===== config.mk =====
export PLATFORM = sky130hd
export DESIGN_NAME = bitmap_pool_allocator
export DESIGN_NICKNAME = d
export VERILOG_FILES = /design/src/bpa_pkg.sv /design/src/bpa_div.sv /design/src/bitmap_pool_allocator.sv
export SDC_FILE = /design/constraint.sdc
export NUM_CORES = 1
export LEC_CHECK = 0
export BUFFER_PORTS_ARGS = -buffer_cell sky130_fd_sc_hd__buf_2
export CAP_MARGIN = 20
export CORE_ASPECT_RATIO = 0.9
export CORE_MARGIN = 2
export CORE_UTILIZATION = 55
export DETAILED_ROUTE_END_ITERATION = 6
export GPL_TIMING_DRIVEN = 0
export HOLD_SLACK_MARGIN = 0.02
export PLACE_DENSITY = 0.72
export SYNTH_ARGS = -nofsm -noshare
export SYNTH_HDL_FRONTEND = slang
export SYNTH_HIERARCHICAL = 1
export SYNTH_SLANG_ARGS = --single-unit

===== constraint.sdc =====
create_clock -name i_clk -period 11.9 [get_ports i_clk]
set_clock_uncertainty 0.2 [all_clocks]
set_input_delay 1.785 -clock i_clk [delete_from_list [all_inputs] [get_ports i_clk]]
set_output_delay 1.785 -clock i_clk [all_outputs]
set_load 0.05 [all_outputs]

===== src/bpa_pkg.sv =====
package bpa_pkg;

    localparam int SLOTS      = 256;
    localparam int WORD_BITS  = 32;
    localparam int WBIT_W     = $clog2(WORD_BITS);
    localparam int MAP_WORDS  = (SLOTS + WORD_BITS - 1) / WORD_BITS;
    localparam int IDX_W      = (MAP_WORDS > 1) ? $clog2(MAP_WORDS) : 1;
    localparam int SLOT_W     = 8;
    localparam int CAP_W      = 9;
    localparam int ADDR_W     = 32;
    localparam int SIZE_W     = 16;
    localparam int CFG_IDX_W  = 2;
    localparam int CFG_DATA_W = 32;

    localparam logic MODE_ALLOC = 1'b0;
    localparam logic MODE_FREE  = 1'b1;

    localparam logic [1:0] STAT_DONE   = 2'd0;
    localparam logic [1:0] STAT_FULL   = 2'd1;
    localparam logic [1:0] STAT_REJECT = 2'd2;

    localparam logic [CFG_IDX_W-1:0] CFG_BASE = 2'd0;
    localparam logic [CFG_IDX_W-1:0] CFG_SIZE = 2'd1;
    localparam logic [CFG_IDX_W-1:0] CFG_CAP  = 2'd2;

    typedef struct packed {
        logic              mode;
        logic [ADDR_W-1:0] free_address;
    } t_req;

    typedef struct packed {
        logic [1:0]        status;
        logic [ADDR_W-1:0] object_address;
        logic [SLOT_W-1:0] slot_index;
        logic [CAP_W-1:0]  free_slots;
    } t_res;

endpackage


===== src/bpa_div.sv =====
module bpa_div (
    input  logic                       i_clk,
    input  logic                       i_rst_n,
    input  logic                       i_start,
    input  logic [bpa_pkg::ADDR_W-1:0] i_dividend,
    input  logic [bpa_pkg::SIZE_W-1:0] i_divisor,
    output logic                       o_done,
    output logic [bpa_pkg::ADDR_W-1:0] o_quotient
);

    localparam int CNT_W = $clog2(bpa_pkg::ADDR_W);

    logic                       r_active;
    logic                       r_done;
    logic [CNT_W-1:0]           r_cnt;
    logic [bpa_pkg::SIZE_W-1:0] r_rem;
    logic [bpa_pkg::SIZE_W-1:0] r_div;
    logic [bpa_pkg::ADDR_W-1:0] r_quo;

    logic [bpa_pkg::SIZE_W:0]   shifted;
    logic [bpa_pkg::SIZE_W:0]   diff;
    logic                       q_bit;

    // One restoring step per cycle: the dividend shifts out of the top of
    // r_quo while quotient bits shift in at the bottom.
    always_comb begin
        shifted = {r_rem, r_quo[bpa_pkg::ADDR_W-1]};
        diff    = shifted - {1'b0, r_div};
        q_bit   = (shifted >= {1'b0, r_div});
    end

    always_ff @(posedge i_clk) begin
        if (!i_rst_n) begin
            r_active <= 1'b0;
            r_done   <= 1'b0;
            r_cnt    <= '0;
        end else begin
            r_done <= 1'b0;
            if (i_start) begin
                r_active <= 1'b1;
                r_cnt    <= '0;
            end else if (r_active) begin
                r_cnt <= r_cnt + 1'b1;
                if (r_cnt == CNT_W'(bpa_pkg::ADDR_W - 1)) begin
                    r_active <= 1'b0;
                    r_done   <= 1'b1;
                end
            end
        end
    end

    always_ff @(posedge i_clk) begin
        if (i_start) begin
            r_quo <= i_dividend;
            r_rem <= '0;
            r_div <= i_divisor;
        end else if (r_active) begin
            r_quo <= {r_quo[bpa_pkg::ADDR_W-2:0], q_bit};
            r_rem <= q_bit ? diff[bpa_pkg::SIZE_W-1:0] : shifted[bpa_pkg::SIZE_W-1:0];
        end
    end

    assign o_done     = r_done;
    assign o_quotient = r_quo;

endmodule


===== src/bitmap_pool_allocator.sv =====
// Allocator for a pool of equal-size objects, tracked by a used-slot bitmap held in a small
// word-wide RAM (eight 32-bit words). A request is accepted while o_busy is low; the result
// is driven on o_res for exactly one cycle with o_res_valid high, and the receiver cannot stall
// it, so it must be taken on that cycle. An alloc, or a free that is rejected on its address,
// goes from acceptance to the result through S_ISSUE, which issues the first RAM read, then
// S_SCAN, one step per bitmap word for the combined search, update and free-slot count, and
// S_FIN, which forms the result. A free that passes the address check first converts its
// offset to a slot with a bit-serial divider in S_DIV before those steps. The bitmap
// reads as all free after reset without any clearing pass. Configuration writes are
// always ready and must only be made while the block is idle.
module bitmap_pool_allocator (
    input  logic                           i_clk,
    input  logic                           i_rst_n,
    input  logic                           i_start,
    output logic                           o_busy,
    input  bpa_pkg::t_req                  i_req,
    output logic                           o_res_valid,
    output bpa_pkg::t_res                  o_res,
    input  logic                           i_cfg_valid,
    output logic                           o_cfg_ready,
    input  logic [bpa_pkg::CFG_IDX_W-1:0]  i_cfg_index,
    input  logic [bpa_pkg::CFG_DATA_W-1:0] i_cfg_data
);

    typedef enum logic [2:0] {
        S_IDLE,
        S_DIV,
        S_ISSUE,
        S_SCAN,
        S_FIN
    } t_state;

    localparam int WB = bpa_pkg::WORD_BITS;
    localparam logic [bpa_pkg::CAP_W-1:0] SLOTS_CAP = bpa_pkg::CAP_W'(bpa_pkg::SLOTS);
    localparam logic [bpa_pkg::IDX_W-1:0] LAST_WORD = bpa_pkg::IDX_W'(bpa_pkg::MAP_WORDS - 1);

    t_state                      r_state;
    logic [bpa_pkg::ADDR_W-1:0]  r_base;
    logic [bpa_pkg::SIZE_W-1:0]  r_size;
    logic [bpa_pkg::CAP_W-1:0]   r_cap;
    logic                        r_mode;
    logic                        r_reject;
    logic                        r_found;
    logic [bpa_pkg::SLOT_W-1:0]  r_slot;
    logic [bpa_pkg::CAP_W-1:0]   r_cnt;
    logic [bpa_pkg::IDX_W-1:0]   r_scan_w;
    logic                        r_res_valid;
    bpa_pkg::t_res               r_res;

    logic [WB-1:0]               mem [bpa_pkg::MAP_WORDS];
    logic [bpa_pkg::MAP_WORDS-1:0] r_word_vld;
    logic [WB-1:0]               r_rd_data;
    logic                        r_rd_vld;

    logic [bpa_pkg::CAP_W-1:0]   cap_eff;
    logic                        accept;
    logic                        addr_bad;
    logic                        div_start;
    logic                        div_done;
    logic [bpa_pkg::ADDR_W-1:0]  div_quo;
    logic                        rd_en;
    logic [bpa_pkg::IDX_W-1:0]   rd_addr;
    logic [WB-1:0]               word_data;
    logic [WB-1:0]               word_mask;
    logic [WB-1:0]               avail;
    logic [bpa_pkg::WBIT_W-1:0]  low_bit;
    logic [WB-1:0]               new_data;
    logic                        wr_en;
    logic                        take;
    logic [bpa_pkg::WBIT_W:0]    cnt_word;
    logic [23:0]                 prod;
    logic [1:0]                  fin_status;

    assign cap_eff   = (r_cap > SLOTS_CAP) ? SLOTS_CAP : r_cap;
    assign accept    = i_start && (r_state == S_IDLE);
    assign addr_bad  = (i_req.free_address == '0) || (i_req.free_address < r_base)
                       || (r_size == '0);
    assign div_start = accept && (i_req.mode == bpa_pkg::MODE_FREE) && !addr_bad;

    bpa_div u_div (
        .i_clk      (i_clk),
        .i_rst_n    (i_rst_n),
        .i_start    (div_start),
        .i_dividend (i_req.free_address - r_base),
        .i_divisor  (r_size),
        .o_done     (div_done),
        .o_quotient (div_quo)
    );

    // Words are read in order; word w is written back while word w+1 is being read,
    // so a read never meets a pending write to the same word.
    always_comb begin
        rd_en   = (r_state == S_ISSUE) || ((r_state == S_SCAN) && (r_scan_w != LAST_WORD));
        rd_addr = (r_state == S_ISSUE) ? '0 : r_scan_w + 1'b1;
    end

    always_comb begin
        word_data = r_rd_vld ? r_rd_data : '0;
        for (int b = 0; b < WB; b++) begin
            word_mask[b] = ({1'b0, r_scan_w, bpa_pkg::WBIT_W'(b)} < cap_eff);
        end
        avail   = ~word_data & word_mask;
        low_bit = '0;
        for (int b = WB - 1; b >= 0; b--) begin
            if (avail[b]) begin
                low_bit = bpa_pkg::WBIT_W'(b);
            end
        end
        new_data = word_data;
        take     = 1'b0;
        wr_en    = 1'b0;
        if (r_state == S_SCAN) begin
            if (r_mode == bpa_pkg::MODE_ALLOC) begin
                if (!r_found && (avail != '0)) begin
                    take              = 1'b1;
                    wr_en             = 1'b1;
                    new_data[low_bit] = 1'b1;
                end
            end else if (!r_reject
                         && (r_slot[bpa_pkg::SLOT_W-1:bpa_pkg::WBIT_W] == r_scan_w)) begin
                wr_en = 1'b1;
                new_data[r_slot[bpa_pkg::WBIT_W-1:0]] = 1'b0;
            end
        end
        cnt_word = '0;
        for (int b = 0; b < WB; b++) begin
            cnt_word = cnt_word + (bpa_pkg::WBIT_W + 1)'(~new_data[b] & word_mask[b]);
        end
    end

    always_comb begin
        prod = 24'(r_slot) * 24'(r_size);
        if (r_mode == bpa_pkg::MODE_ALLOC) begin
            fin_status = r_found ? bpa_pkg::STAT_DONE : bpa_pkg::STAT_FULL;
        end else begin
            fin_status = r_reject ? bpa_pkg::STAT_REJECT : bpa_pkg::STAT_DONE;
        end
    end

    always_ff @(posedge i_clk) begin
        if (wr_en) begin
            mem[r_scan_w] <= new_data;
        end
        if (rd_en) begin
            r_rd_data <= mem[rd_addr];
        end
    end

    // A word that was never written reads as all free.
    always_ff @(posedge i_clk) begin
        if (!i_rst_n) begin
            r_word_vld <= '0;
            r_rd_vld   <= 1'b0;
        end else begin
            if (wr_en) begin
                r_word_vld[r_scan_w] <= 1'b1;
            end
            if (rd_en) begin
                r_rd_vld <= r_word_vld[rd_addr];
            end
        end
    end

    always_ff @(posedge i_clk) begin
        if (!i_rst_n) begin
            r_base <= '0;
            r_size <= bpa_pkg::SIZE_W'(1);
            r_cap  <= SLOTS_CAP;
        end else if (i_cfg_valid) begin
            case (i_cfg_index)
                bpa_pkg::CFG_BASE: r_base <= i_cfg_data;
                bpa_pkg::CFG_SIZE: r_size <= i_cfg_data[bpa_pkg::SIZE_W-1:0];
                bpa_pkg::CFG_CAP:  r_cap  <= i_cfg_data[bpa_pkg::CAP_W-1:0];
                default: ;
            endcase
        end
    end

    always_ff @(posedge i_clk) begin
        if (!i_rst_n) begin
            r_state     <= S_IDLE;
            r_res_valid <= 1'b0;
            r_found     <= 1'b0;
            r_reject    <= 1'b0;
            r_cnt       <= '0;
            r_scan_w    <= '0;
        end else begin
            r_res_valid <= 1'b0;
            case (r_state)
                S_IDLE: begin
                    if (accept) begin
                        r_mode   <= i_req.mode;
                        r_found  <= 1'b0;
                        r_cnt    <= '0;
                        r_scan_w <= '0;
                        r_slot   <= '0;
                        if (i_req.mode == bpa_pkg::MODE_FREE) begin
                            r_reject <= addr_bad;
                            r_state  <= addr_bad ? S_ISSUE : S_DIV;
                        end else begin
                            r_reject <= 1'b0;
                            r_state  <= S_ISSUE;
                        end
                    end
                end
                S_DIV: begin
                    if (div_done) begin
                        r_slot   <= div_quo[bpa_pkg::SLOT_W-1:0];
                        r_reject <= (div_quo >= bpa_pkg::ADDR_W'(cap_eff));
                        r_state  <= S_ISSUE;
                    end
                end
                S_ISSUE: begin
                    r_state <= S_SCAN;
                end
                S_SCAN: begin
                    r_cnt <= r_cnt + bpa_pkg::CAP_W'(cnt_word);
                    if (take) begin
                        r_found <= 1'b1;
                        r_slot  <= {r_scan_w, low_bit};
                    end
                    if (r_scan_w == LAST_WORD) begin
                        r_state <= S_FIN;
                    end else begin
                        r_scan_w <= r_scan_w + 1'b1;
                    end
                end
                S_FIN: begin
                    r_res_valid      <= 1'b1;
                    r_res.status     <= fin_status;
                    r_res.slot_index <= (fin_status == bpa_pkg::STAT_DONE) ? r_slot : '0;
                    r_res.free_slots <= r_cnt;
                    if ((r_mode == bpa_pkg::MODE_ALLOC) && r_found) begin
                        r_res.object_address <= r_base + bpa_pkg::ADDR_W'(prod);
                    end else begin
                        r_res.object_address <= '0;
                    end
                    r_state <= S_IDLE;
                end
                default: begin
                    r_state <= S_IDLE;
                end
            endcase
        end
    end

    assign o_busy      = (r_state != S_IDLE);
    assign o_res_valid = r_res_valid;
    assign o_res       = r_res;
    assign o_cfg_ready = 1'b1;

endmodule


### Yosys cells after proc, flatten, opt, wreduce, memory -nomap -nowiden

Memories as Yosys holds them, arrays and structs flattened. A register that Yosys moved wholly into a read port is not among the register bits.
Cells that the tools add are included.

| cells by class | value |
|---|---|
| mux-type cells | 88 |
| multiply operators | 1 |
| $add $sub $neg | 37 |
| bitwise operators | 73 |
| reductions and logical operators | 40 |
| equality and inequality tests | 15 |
| magnitude comparators | 43 |

Operators by type and width:

| kind | number |
|---|---|
| 8-bit by 9-bit less-than comparator with 1-bit output | 32 |
| 32-bit two-way mux | 7 |
| 6-bit by 1-bit AND with 6-bit output | 32 |
| 1-bit inverter with 6-bit output | 32 |
| 6-bit adder | 31 |
| 5-bit two-way mux | 32 |
| 32-bit AND | 2 |
| 32-bit inverter | 2 |
| 32-bit by 24-bit adder with 32-bit output | 1 |
| 32-bit by 9-bit >= comparator with 1-bit output | 1 |
| 32-bit zero test | 1 |
| 32-bit less-than comparator | 1 |
| 32-bit OR | 1 |
| 32-bit nonzero test | 1 |
| 32-bit subtractor | 1 |
| 8-bit by 16-bit multiplier with 24-bit output | 1 |
| 8-bit two-way mux | 3 |
| 8-bit one-hot mux with 3 select lines | 1 |
| 1-bit two-way mux | 23 |
| 3-bit two-way mux | 6 |
| 9-bit two-way mux | 2 |
| 9-bit one-hot mux with 2 select lines | 1 |
| 17-bit by 16-bit >= comparator with 1-bit output | 1 |
| 16-bit zero test | 1 |
| other kinds (41) | 81 |

| storage, ports and cells | value |
|---|---|
| logic and storage cells | 321 |
| register bits | 215 |
| bits of input ports | 71 |
| memories | 1 |
| output and inout bits | 54 |
| memory bits (writable) | 256 |

Memory list:

| name | words | width | read ports | clocked after memory_dff | write ports | line | RTL |
|---|---|---|---|---|---|---|---|
| mem | 8 | 32 | 1 | 1 | 1 | bitmap_pool_allocator.sv:50 | `logic [WB-1:0] mem [bpa_pkg::MAP_WORDS];` |

### Depth between registers and ports, before layout

| depth | value |
|---|---|
| depth after elaboration | 79 |
| gate-level depth with buffers | 42 |
| depth with buffers taken out | 37 |

### Hierarchy

The synthesis kept the hierarchy.

Modules (own cells, without submodules):

| module | area each (um^2) | times used | cells an instance |
|---|---|---|---|
| bitmap_pool_allocator | 26865.8 | 1 | 2674 |
| bpa_div | 3798.6 | 1 | 339 |

### Worst setup path before layout

Ideal clock, no wire load.

| timing | value |
|---|---|
| path kind | register to register |
| start point | register r_scan_w[0] in the netlist's numbering |
| end point | register r_cnt[7] (netlist name) |
| stages on the path, launching flop included | 40 |
| setup slack | 2685 ps |
| library setup time | 58 ps |
| arrival | 8956 ps |
| path through | dfxtp_1 > clkbuf_1 > inv_2 > buf_1 > ha_1 > and4b_1 > buf_4 > nand2_1 > buf_2 > o21ai_0 > and3_1 > a221oi_1 > or3b_4 > a21boi_2 > nand2b_1 > buf_6 > buf_6 > o31ai_1 > (+4 left out) > inv_1 > fa_1 > fa_1 > fa_1 > inv_1 > ha_1 > inv_1 > fa_1 > inv_1 > ha_1 > a21o_1 > a21o_1 > a21o_1 > a21oi_1 > nor2b_1 > o211ai_1 > and3_1 > o21a_1 |

RTL lines:

| what | line | RTL |
|---|---|---|
| from (decl) | bitmap_pool_allocator.sv:46 | `logic [bpa_pkg::IDX_W-1:0] r_scan_w;` |
| from (signal assigned) | bitmap_pool_allocator.sv:225 | `r_scan_w <= r_scan_w + 1'b1;` |

==> out/qor.csv <==
metric;value;unit
Least-Margin Pin Slew;1.19;ns
Slew HR;20.8;%
postcts setup bufs;0;
pre-CTS WS;0.603;ns
R2R cell count;36;
Synth area leader;edfxtp_1;
commonest non-fill, non-tap cell in the layout;nand2_1;
DRT iter0 DRCs;3090;
final setup violation count;0;
Routed Antenna Nets;0;
Crit path buffers/inverters;10;
Worst-path clk slew;0.07;ns
R2R setup slack;0.69;ns
CP most frequent cell;fa_1;
Cell variety after synth;105;
Final Cell Area;34400;µm²
first-pass GRT wire length;148;mm
Synth Net Count;3344;
Final WS setup;0.688;ns
Fillers;4497;
Critical Path Max Stage Delay;0.72;ns
slowest CP cell;o311ai_1;
die width;253;µm
synthesis-to-layout area growth;12.1;%
total grt overflow;0;
vias per cell;6.30;
Final GP Congestion;1.00;
Async S/R FF share, synth;0;%
reg-to-reg endpoint;r_cnt[7];
crit path kind;reg2reg;
Cell Pwr Density;171;nW/µm²
delay-heaviest family, CP;adder cells;
row cnt;82;
wire per inst;24.7;µm
PortBufs;123;
Max H-tree Level;2;
crit start category;flop;
hold endpoint;u_div/r_div[8];
Initial Util;55.3;%
die area;57700;µm²
I/O pin cnt;125;
core box area;55400;µm²
vias in the first global route;24000;
TritonCTS clock tree;yes;
Num CTS Buffers;51;
status;complete, no violations;
standby leakage power;13.6;nW
Die Ht;228;µm
GRT Util Overall;34.0;%
Crit Path Max Fanout;10;
hold path start;r_size[8];
latest clock arrival within the worst-skew pair;0.63;ns
register area share after synthesis;45.8;%
Req. time, crit path;12.26;ns
Sum Neg Setup Slack;0;ns
Mapped Avg Cell Area;10.2;µm²
Tmin final;11.21;ns
drt pass-1 iters;6;
fin. max-slew vios;0;
Layout Nets;3553;
clk sinks;503;
CTS root buffer;clkbuf_16;
commonest non-fill, non-tap cells in the layout;422 x nand2_1, 396 x edfxtp_1, 211 x nor2_1, 202 x inv_1, 170 x a21oi_1;
Routed WL;98.4;mm
VDD IR max;292;µV
largest cells by area after synthesis;edfxtp_1 39%, fa_1 8.7%, dfxtp_1 7.0%;
final hold vios;0;
worst r2r src;r_scan_w[0];
fmax;0.0892;GHz
Pwr Total;5.87;mW
pin count of the biggest net entering global routing;35;
maximum buffer depth of the clock tree;3;
final worst-path cycle share;94.2;%
Post-DP HPWL;76.1;mm
hold path cells;0;
Synth Warn #;6;
RSZ-0062 raised after global routing;false;
Yosys top cell area share;38.8;%
via count;25100;
Worst Hold Class;reg2reg;
crit path DAT;11.57;ns
EDFF count, synth;396;
Critical Path Sink Type;flop;
Primary FF master, synth;edfxtp_1;
share of cells above drive strength 1;11.3;%
Post-Syn Area;30700;µm²
antenna violations before repair;6;
post-synthesis register bit count;503;
placed cell area;32600;µm²
max cap viols;0;
DRC;0;
Synth Instances;3013;
report_power, final:
| part | leakage, nW | switching (mW) | internal (mW) |
|---|---|---|---|
| clock network | 0.822 | 0.716 | 0.892 |
| logic | 8.20 | 1.28 | 0.911 |
| registers | 4.59 | 0.0675 | 2.01 |
| total | 13.6 | 2.06 | 3.81 |
how the worst max path moves through the flow:
stage	startpoint	slack [ns]	end	cells after the start
6_report	r_scan_w[0]	0.69	r_cnt[7]	36
5_1_grt	r_scan_w[0]	0.20	r_cnt[7]	36
4_1_cts	r_scan_w[0]	0.59	r_cnt[7]	36
3_5_place_dp	r_scan_w[0]	0.60	r_cnt[7]	36
3_3_place_gp	r_scan_w[0]	0.38	r_cnt[7]	38
2_1_floorplan	r_scan_w[0]	2.69	r_cnt[7]	39
through the flow:
| stage | hold slack, ns | std cells | utilization (%) |
|---|---|---|---|
| finish | 0.238 | 3983 | 62.0 |
| global placement | 0.215 | 3850 | 58.1 |
| floorplan | 0.206 | 3013 | - |
| global route | 0.250 | 3978 | 62.0 |
| detailed placement | 0.215 | 3875 | 58.8 |
| CTS | 0.235 | 3970 | 61.9 |
what timing repair did:
| item | in CTS | in global routing |
|---|---|---|
| setup endpoints to repair | 0 | 1 |
| hold buffers | 0 | 0 |
| resized for setup | 0 | 1 |
| endpoints found under the hold margin | 0 | 0 |
kinds of logic (layout without fill, tap and decap cells):
group,after synthesis,after routing,share of synthesized area [%]
xor+xnor,67,67,1.91
simple gates,1128,1128,17.4
buf+inv,374,625,4.84
compound gates,601,601,13.4
mux,79,79,2.77
other cells,1,6,0.0122
fa+ha+maj,260,260,13.9
flops,503,503,45.8
routing by layer:
| layer | routed length (µm) | share of wire [%] | GRT usage, % |
|---|---|---|---|
| met5 | 28 | 0.028 | 0 |
| met4 | 2630 | 2.7 | 8.86 |
| met3 | 11000 | 11 | 8.01 |
| met2 | 42900 | 44 | 50.9 |
| met1 | 41900 | 43 | 49.9 |
Yosys cell counts (19+ instances only):
| cell type | count |
|---|---|
| nor2b_1 | 26 |
| o211ai_1 | 20 |
| dfxtp_1 | 107 |
| buf_1 | 21 |
| o21ai_0 | 64 |
| mux2i_1 | 42 |
| nand2b_1 | 26 |
| nor3_1 | 74 |
| a211oi_1 | 41 |
| o21a_1 | 19 |
| and2_1 | 91 |
| ha_1 | 127 |
| inv_1 | 202 |
| clkbuf_1 | 120 |
| nand3_1 | 126 |
| a21o_1 | 38 |
| xnor2_1 | 42 |
| mux2_2 | 36 |
| a22oi_1 | 32 |
| o31ai_1 | 52 |
| nor4_1 | 26 |
| a21oi_1 | 170 |
| edfxtp_1 | 396 |
| fa_1 | 133 |
| xor2_1 | 25 |
| nand2_1 | 422 |
| nor2_1 | 217 |
flip-flops by register name, summed over array words and instances (netlist names), 3 cells and up:
| signal | count |
|---|---|
| r_cap | 9 |
| r_scan_w | 3 |
| u_div/r_cnt | 5 |
| r_rd_data | 32 |
| u_div/r_div | 16 |
| r_base | 32 |
| r_size | 16 |
| o_res | 51 |
| u_div/o_quotient | 32 |
| r_state | 3 |
| r_slot | 8 |
| r_cnt | 9 |
| mem | 256 |
| u_div/r_rem | 16 |
| r_word_vld | 8 |
layout make-up:
class                           count  area, µm²  share of cell area (%)
Antenna cell                        5       12.5                  0.0364
Inverter                          206        773                    2.25
Clock buffer                       68       1460                    4.23
Tap cell                          714        893                    2.60
Buffer                            168        709                    2.06
Sequential cell                   503      14000                    40.8
Multi-Input combinational cell   2136      15200                    44.3
Timing Repair Buffer              156       1030                    3.00
Clock inverter                     27        229                   0.666
(Power assumes the default switching activity.)
